[config.mk]
export PLATFORM = sky130hd
export DESIGN_NAME = ultrasonic_distance_average
export DESIGN_NICKNAME = d
export VERILOG_FILES = /design/src/design/uda_pkg.sv /design/src/design/uda_ram.sv /design/src/design/ultrasonic_distance_average.sv
export SDC_FILE = /design/constraint.sdc
export NUM_CORES = 1
export LEC_CHECK = 0
export BUFFER_PORTS_ARGS = -buffer_cell sky130_fd_sc_hd__buf_2
export CAP_MARGIN = 20
export CORE_ASPECT_RATIO = 0.7
export CORE_MARGIN = 10
export CORE_UTILIZATION = 45
export CTS_BUF_LIST = sky130_fd_sc_hd__clkbuf_8
export DETAILED_ROUTE_END_ITERATION = 6
export HOLD_SLACK_MARGIN = 0.15
export MAX_ROUTING_LAYER = met4
export SLEW_MARGIN = 20
export SYNTH_ARGS = -nofsm -noshare
export SYNTH_HDL_FRONTEND = slang
export SYNTH_SLANG_ARGS = --single-unit
[constraint.sdc]
create_clock -name i_clk -period 14.82 [get_ports i_clk]
set_clock_uncertainty 0.15 [all_clocks]
set_input_delay 2.964 -clock i_clk [delete_from_list [all_inputs] [get_ports i_clk]]
set_output_delay 2.964 -clock i_clk [all_outputs]
set_load 0.01 [all_outputs]
[src/design/uda_pkg.sv]
// shared constants and types for the ultrasonic distance averager
package uda_pkg;

    // ring depth, legal range 1 to 64
    localparam int WINDOW_DEPTH = 8;

    localparam int SLOT_W  = (WINDOW_DEPTH > 1) ? $clog2(WINDOW_DEPTH) : 1;
    localparam int CNT_W   = $clog2(WINDOW_DEPTH + 1);
    localparam int TICKS_W = 16;
    localparam int DIST_W  = 11;
    localparam int READ_W  = 12;
    // signed sum of up to WINDOW_DEPTH readings of -1 to 1129
    localparam int SUM_W   = READ_W + CNT_W;
    localparam int STEP_W  = $clog2(SUM_W);

    localparam logic [CNT_W-1:0]  DEPTH_CNT = CNT_W'(WINDOW_DEPTH);
    localparam logic [SLOT_W-1:0] LAST_SLOT = SLOT_W'(WINDOW_DEPTH - 1);

    // ticks / 58 as (ticks * ceil(2^22 / 58)) >> 22, exact for 16-bit ticks
    localparam int RECIP_SHIFT = 22;
    localparam int RECIP_W     = 17;
    localparam logic [RECIP_W-1:0] RECIP_58 = RECIP_W'(72316);
    localparam int PROD_W      = TICKS_W + RECIP_W;

    localparam logic [READ_W-1:0] INVALID_CM = {READ_W{1'b1}};

    // configuration register indexes
    localparam int CFG_IDX_W = 1;
    localparam logic [CFG_IDX_W-1:0] REG_LO_LIMIT = 1'b0;
    localparam logic [CFG_IDX_W-1:0] REG_HI_LIMIT = 1'b1;

    localparam logic [DIST_W-1:0] LO_LIMIT_RST = DIST_W'(2);
    localparam logic [DIST_W-1:0] HI_LIMIT_RST = DIST_W'(400);

    typedef enum logic [6:0] {
        S_IDLE  = 7'b0000001,
        S_MUL   = 7'b0000010,
        S_WRITE = 7'b0000100,
        S_SUM   = 7'b0001000,
        S_SETUP = 7'b0010000,
        S_DIV   = 7'b0100000,
        S_DONE  = 7'b1000000
    } t_state;

endpackage

[src/design/uda_ram.sv]
// generic single-port-write, single-port-read ram with registered read
module uda_ram #(
    parameter int WIDTH = 12,
    parameter int DEPTH = 8
) (
    input  logic                                   i_clk,
    input  logic                                   i_we,
    input  logic [((DEPTH > 1) ? $clog2(DEPTH) : 1)-1:0] i_waddr,
    input  logic [WIDTH-1:0]                       i_wdata,
    input  logic                                   i_re,
    input  logic [((DEPTH > 1) ? $clog2(DEPTH) : 1)-1:0] i_raddr,
    output logic [WIDTH-1:0]                       o_rdata
);

    logic [WIDTH-1:0] r_mem [DEPTH];

    always_ff @(posedge i_clk) begin
        if (i_we) begin
            r_mem[i_waddr] <= i_wdata;
        end
        if (i_re) begin
            o_rdata <= r_mem[i_raddr];
        end
    end

endmodule

[src/design/ultrasonic_distance_average.sv]
// top level of the ultrasonic distance averager
//
// one echo transaction at a time: each echo pulse width (microsecond ticks)
// is turned into centimetres (ticks / 58, truncated), replaced by -1 when it
// lies outside the configured lower and upper limits, and written into a ring
// of the last WINDOW_DEPTH readings held in a small ram. the filled entries are
// then read back one per cycle and summed, and the sum is divided by the fill
// count with a one-bit-per-cycle restoring divider (truncation toward zero,
// a negative quotient reported as -1). a new echo is not taken until the
// current one has been multiplied, written, summed and divided and its
// result loaded; the single ram read port and the serial divider set how
// long that takes, and the finished result also waits while the output
// register is still stalled. the result sits in an output register, so a
// new echo is taken while the previous result still waits. the ring is
// not cleared after reset: only entries already written are ever summed.
// configuration writes are meant for idle periods only.
module ultrasonic_distance_average
    import uda_pkg::*;
(
    input  logic                     i_clk,
    input  logic                     i_rst_n,
    // echo transaction
    input  logic                     i_echo_valid,
    output logic                     o_echo_stall,
    input  logic [TICKS_W-1:0]       i_echo_ticks,
    // result transaction
    output logic                     o_result_valid,
    input  logic                     i_result_stall,
    output logic signed [READ_W-1:0] o_stable_distance,
    // configuration writes
    input  logic                     i_cfg_we,
    input  logic [CFG_IDX_W-1:0]     i_cfg_index,
    input  logic [DIST_W-1:0]        i_cfg_wdata
);

    // control state
    t_state                r_state, n_state;
    logic [SLOT_W-1:0]     r_slot, n_slot;
    logic [CNT_W-1:0]      r_count, n_count;
    logic [CNT_W-1:0]      r_idx, n_idx;      // next ring entry to read
    logic                  r_rd_v, n_rd_v;    // ram data valid this cycle
    logic [STEP_W-1:0]     r_step, n_step;
    logic                  r_out_v, n_out_v;
    logic [DIST_W-1:0]     r_min, n_min;
    logic [DIST_W-1:0]     r_max, n_max;

    // datapath
    logic [TICKS_W-1:0]    r_ticks, n_ticks;
    logic [PROD_W-1:0]     r_prod, n_prod;
    logic [SUM_W-1:0]      r_sum, n_sum;      // two's complement
    logic [SUM_W-1:0]      r_quo, n_quo;      // dividend in, quotient out
    logic [CNT_W-1:0]      r_rem, n_rem;
    logic                  r_neg, n_neg;
    logic [READ_W-1:0]     r_out, n_out;

    // ram interface
    logic                  ram_we;
    logic [READ_W-1:0]     ram_wdata;
    logic                  ram_re;
    logic [READ_W-1:0]     ram_rdata;

    // helpers
    logic                  echo_acc;
    logic                  out_free;
    logic [DIST_W-1:0]     cm;
    logic [CNT_W:0]        rem_shift;
    logic [CNT_W:0]        cnt_ext;
    logic                  quo_bit;
    logic [READ_W-1:0]     div_result;

    assign o_echo_stall      = (r_state != S_IDLE);
    assign echo_acc          = i_echo_valid && !o_echo_stall;
    assign out_free          = !r_out_v || !i_result_stall;
    assign o_result_valid    = r_out_v;
    assign o_stable_distance = r_out;

    // centimetres from the registered reciprocal product
    assign cm = r_prod[RECIP_SHIFT +: DIST_W];

    // one restoring division step
    assign rem_shift = {r_rem, r_quo[SUM_W-1]};
    assign cnt_ext   = {1'b0, r_count};
    assign quo_bit   = (rem_shift >= cnt_ext);

    // negative sums only ever give 0 or -1 after truncation
    assign div_result = r_neg ? ((|r_quo) ? INVALID_CM : '0) : r_quo[READ_W-1:0];

    always_comb begin
        n_state   = r_state;
        n_slot    = r_slot;
        n_count   = r_count;
        n_idx     = r_idx;
        n_rd_v    = 1'b0;
        n_step    = r_step;
        n_out_v   = r_out_v;
        n_min     = r_min;
        n_max     = r_max;
        n_ticks   = r_ticks;
        n_prod    = r_prod;
        n_sum     = r_sum;
        n_quo     = r_quo;
        n_rem     = r_rem;
        n_neg     = r_neg;
        n_out     = r_out;
        ram_we    = 1'b0;
        ram_wdata = INVALID_CM;
        ram_re    = 1'b0;

        // result register drains independently of the sequencer
        if (r_out_v && !i_result_stall) begin
            n_out_v = 1'b0;
        end

        if (i_cfg_we) begin
            case (i_cfg_index)
                REG_LO_LIMIT: n_min = i_cfg_wdata;
                REG_HI_LIMIT: n_max = i_cfg_wdata;
                default: ;
            endcase
        end

        case (r_state)
            S_IDLE: begin
                if (echo_acc) begin
                    n_ticks = i_echo_ticks;
                    n_state = S_MUL;
                end
            end
            S_MUL: begin
                n_prod  = {{RECIP_W{1'b0}}, r_ticks} * {{TICKS_W{1'b0}}, RECIP_58};
                n_state = S_WRITE;
            end
            S_WRITE: begin
                // out-of-range distance becomes the invalid marker
                ram_we    = 1'b1;
                ram_wdata = (cm < r_min || cm > r_max) ? INVALID_CM : {1'b0, cm};
                n_slot    = (r_slot == LAST_SLOT) ? '0 : r_slot + SLOT_W'(1);
                if (r_count != DEPTH_CNT) begin
                    n_count = r_count + CNT_W'(1);
                end
                n_idx   = '0;
                n_sum   = '0;
                n_state = S_SUM;
            end
            S_SUM: begin
                // issue one read per cycle, accumulate the data in the next cycle
                if (r_idx != r_count) begin
                    ram_re = 1'b1;
                    n_idx  = r_idx + CNT_W'(1);
                    n_rd_v = 1'b1;
                end
                if (r_rd_v) begin
                    n_sum = r_sum + {{(SUM_W-READ_W){ram_rdata[READ_W-1]}}, ram_rdata};
                end
                if (r_idx == r_count && !r_rd_v) begin
                    n_state = S_SETUP;
                end
            end
            S_SETUP: begin
                n_neg   = r_sum[SUM_W-1];
                n_quo   = r_sum[SUM_W-1] ? (~r_sum + SUM_W'(1)) : r_sum;
                n_rem   = '0;
                n_step  = '0;
                n_state = S_DIV;
            end
            S_DIV: begin
                n_rem  = quo_bit ? CNT_W'(rem_shift - cnt_ext) : CNT_W'(rem_shift);
                n_quo  = {r_quo[SUM_W-2:0], quo_bit};
                n_step = r_step + STEP_W'(1);
                if (r_step == STEP_W'(SUM_W - 1)) begin
                    n_state = S_DONE;
                end
            end
            S_DONE: begin
                if (out_free) begin
                    n_out   = div_result;
                    n_out_v = 1'b1;
                    n_state = S_IDLE;
                end
            end
            default: begin
                n_state = S_IDLE;
            end
        endcase
    end

    always_ff @(posedge i_clk) begin
        if (!i_rst_n) begin
            r_state <= S_IDLE;
            r_slot  <= '0;
            r_count <= '0;
            r_idx   <= '0;
            r_rd_v  <= 1'b0;
            r_step  <= '0;
            r_out_v <= 1'b0;
            r_min   <= LO_LIMIT_RST;
            r_max   <= HI_LIMIT_RST;
        end else begin
            r_state <= n_state;
            r_slot  <= n_slot;
            r_count <= n_count;
            r_idx   <= n_idx;
            r_rd_v  <= n_rd_v;
            r_step  <= n_step;
            r_out_v <= n_out_v;
            r_min   <= n_min;
            r_max   <= n_max;
        end
    end

    always_ff @(posedge i_clk) begin
        r_ticks <= n_ticks;
        r_prod  <= n_prod;
        r_sum   <= n_sum;
        r_quo   <= n_quo;
        r_rem   <= n_rem;
        r_neg   <= n_neg;
        r_out   <= n_out;
    end

    // ring of recent readings
    uda_ram #(
        .WIDTH (READ_W),
        .DEPTH (WINDOW_DEPTH)
    ) u_ring (
        .i_clk   (i_clk),
        .i_we    (ram_we),
        .i_waddr (r_slot),
        .i_wdata (ram_wdata),
        .i_re    (ram_re),
        .i_raddr (r_idx[SLOT_W-1:0]),
        .o_rdata (ram_rdata)
    );

`ifndef NO_ASSERTIONS
    // fill count saturates at the ring depth
    a_count_bound: assert property (@(posedge i_clk) disable iff (!i_rst_n)
        r_count <= DEPTH_CNT)
        else $error("fill count above ring depth");

    // an accepted echo starts the conversion
    a_accept_start: assert property (@(posedge i_clk) disable iff (!i_rst_n)
        echo_acc |=> r_state == S_MUL)
        else $error("accepted echo did not start conversion");

    // ram data only arrives while summing
    a_read_in_sum: assert property (@(posedge i_clk) disable iff (!i_rst_n)
        r_rd_v |-> r_state == S_SUM)
        else $error("ring read data outside summing phase");

    // divider remainder stays below the divisor
    a_rem_bound: assert property (@(posedge i_clk) disable iff (!i_rst_n)
        r_state == S_DIV |-> (r_rem < r_count && r_count != '0))
        else $error("divider remainder out of range");

    // a new result is loaded only from the finishing state
    a_result_src: assert property (@(posedge i_clk) disable iff (!i_rst_n)
        (r_out_v && !$past(r_out_v)) |-> $past(r_state) == S_DONE)
        else $error("result appeared without finishing a division");
`endif

endmodule

==> impl_metrics.yaml <==
outcome:
  status: "finished clean"
cells_and_area:
  final_nets: 1593
  post-route-util_pct: 50.2
  n_antenna_cell: 0
  fin_area_um2: 16200
  fill_cells: 2857
  layout-drive-gt1-share_pct: 12.6
  area_growth_pct: 10.3
  instances_no_fill: 1761
timing:
  setup_slack_ps: 8480
  final_max_slew_viol_count: 0
  slew_headroom_pct: 32.5
  clock.fmax_mhz: 158
  rsz0062_at_grt: "false"
  period_needed_ps: 6340
  worst_slew_pin_slew_ps: 1010
  min_period_over_period_pct: 42.8
  setup_viol: 0
  hold_viol: 0
  fin_setup_tns_ps: 0
global_routing:
  top_usage_layer: "met1"
  use_met2_pct: 20.0
  grt-ovfl-total: 0
  gr-usage-met3_pct: 3.49
  grt_max_degree: 39
  met1_usage_pct: 24.3
  grt_pass1_wl_mm: 49.9
  grtUsageTotal_pct: 15.8
  antenna_found_initial: 1
  grt_pass1_vias: 9048
placement:
  dp_slack_ps: 8510
  portBuffers: 46
  gp_congestion: 0.915
  placedInstanceArea_um2: 15500
  hpwl_mm: 22.8
  placedCellCount: 1695
routing:
  avgViaCountPerCell: 5.21
  num_vias: 9177
  routedWlPerCell_um: 17.4
  first_pass_iters: 5
  drc: 0
  ant_nets: 0
  drt_iter0_markers: 695
  finalWirelength_mm: 30.6
logic_synthesis:
  synth-seq-area-share_pct: 43.9
  synth_area_per_cell_um2: 11.9
  synth_flop_cell: "edfxtp_1"
  ys_warn_count: 0
  syn_nets: 1523
  yosys_register_bits: 230
  ys_types: 64
  synth_edf_count: 184
  async_flop_share_pct: 0
  syn_area_um2: 14700
  synthCells: 1238
floorplanning:
  ioPinCount: 47
  dieWidth_um: 236
  die_area_um2: 40400
  start_util_pct: 45.5
  die_y_um: 171
  core-area_um2: 32300
  rows: 55
clock_tree:
  cts_hold_buf: 0
  h-tree-depth: 2
  cts_setup_buffers: 0
  cts_resized: 0
  clk_latency_ps: 560
  numCtsBuffers: 38
  cts_root_buf: "clkbuf_8"
  cts_buffer_depth: 3
  cts.sinks: 230
  clk_pin_slew_worst_paths_ps: 60
  cts_tree: "done"
hold_path:
  holdCritPathClass: "reg2reg"
pwr:
  power_density_nw_per_um2: 207
  ir_drop_uv: 208
  power.leakage_nw: 7.02
worst_setup_path:
  cp_max_fo: 7
  crit_arrival_ps: 6600
  critPathKind: "reg2reg"
  start_kind: "register"
  required_ps: 15080
  crit_path_end_kind: "register"
job:
  cap_viol_max_count: 0
## area by class of cell
class / instances / area (um2) / area share [%]
clock inverter: 27 / 178 / 1.10
timing repair buffer: 59 / 328 / 2.02
multi-input combinational: 796 / 7500 / 46.3
inverter: 183 / 687 / 4.24
tap: 427 / 534 / 3.30
clock buffer: 39 / 537 / 3.31
sequential: 230 / 6450 / 39.8
## cell families after synthesis
logic type	share of synthesized area (%)
multiplexers	4.88
XOR/XNOR	2.98
AND/OR/NAND/NOR	8.86
adder cells (fa/ha/maj)	25.8
AO/OA/AOI/OAI	8.15
flip-flops	43.9
buffers and inverters	5.46
## synth_stat cells (all sizes together) (21+ instances only)
| master | n | area [um2] |
|---|---|---|
| xnor2 | 21 | 184 |
| ha | 167 | 2090 |
| nor2 | 62 | 233 |
| nand2 | 94 | 353 |
| dfxtp | 46 | 921 |
| fa | 85 | 1700 |
| a21o | 22 | 165 |
| o21ai | 42 | 214 |
| xor2 | 29 | 254 |
| edfxtp | 184 | 5530 |
| inv | 183 | 687 |
| a21oi | 57 | 285 |
| mux4 | 24 | 541 |
| clkbuf | 22 | 82.6 |
## worst paths after layout
| check | cells after the start | slack [ps] | from | to |
|---|---|---|---|---|
| setup / recovery | 19 | 8480 | r_ticks[12]$_DFFE_PP_ | r_prod[32]$_DFFE_PP_ |
| hold / removal | 2 | 300 | r_min[3]$_SDFFE_PN0P_ | r_min[3]$_SDFFE_PN0P_ |
| setup reg to reg | 19 | 8480 | r_ticks[12]$_DFFE_PP_ | r_prod[32]$_DFFE_PP_ |
| hold reg to reg | 2 | 300 | r_min[3]$_SDFFE_PN0P_ | r_min[3]$_SDFFE_PN0P_ |
## cells in the final DEF (no fill, tap or decap), types with 5 or more instances in the layout
cell and n:
inv_1 193, edfxtp_1 184, ha_1 167, nand2_1 94
fa_1 85, nor2_1 61, a21oi_1 57, buf_2 46
dfxtp_1 45, clkbuf_8 39, o21ai_0 38, xor2_1 29
mux4_2 24, a21o_1 22, xnor2_1 21, o21a_1 17
nand3_1 15, nand2b_1 15, mux2_2 13, nor3_1 13
buf_4 13, nor2b_1 11, and2_1 8, o211ai_1 8
a211oi_1 7, nand4_1 7, a31oi_1 7, nand3b_1 6
clkinv_2 6, or3_1 5, nor4_1 5
## where the power goes
| group | total [W] | internal [W] | switching, W |
|---|---|---|---|
| clock | 0.000545 | 0.000281 | 0.000264 |
| combinational | 0.00203 | 0.000866 | 0.00116 |
| sequential | 0.000791 | 0.000757 | 0.0000336 |
## state kept, by name, summed over array words and instances (netlist names), 3 cells and up
signal / flops
r_rem: 4
r_sum: 16
r_slot: 3
r_min: 11
r_idx: 4
r_ticks: 16
r_state: 7
o_stable_distance: 12
u_ring.r_mem: 96
r_step: 4
r_max: 11
r_prod: 11
u_ring.o_rdata: 12
r_count: 4
r_quo: 16
## worst max-delay path, stage by stage (launching register included)
cell and delay [ps]:
edfxtp_1 560, fa_1 600, inv_1 60, fa_1 480
inv_1 50, fa_1 510, fa_1 440, fa_1 540
inv_1 50, fa_1 520, inv_1 40, ha_1 310
a21oi_1 160, o21ai_0 130, o221a_1 250, o21ai_2 140
a31oi_1 190, a311o_1 460, or4b_1 470, nand3_1 70
## per-stage QoR
| step | hold slack (ps) | power (W) |
|---|---|---|
| after floorplan | 274 | 0.00237 |
| after global placement | 293 | 0.00282 |
| after detailed placement | 299 | 0.00282 |
| after CTS | 308 | 0.00340 |
| after global routing | 323 | 0.00378 |
| final | 305 | 0.00336 |
## metal layers
layer | vias to the layer above | share of wire, %
met1 | 4448 | 54
met2 | 204 | 39
li1 | 4472 | -
met3 | 53 | 5.4
met5 | - | 0
met4 | 0 | 2.2
(Power assumes the default switching activity.)
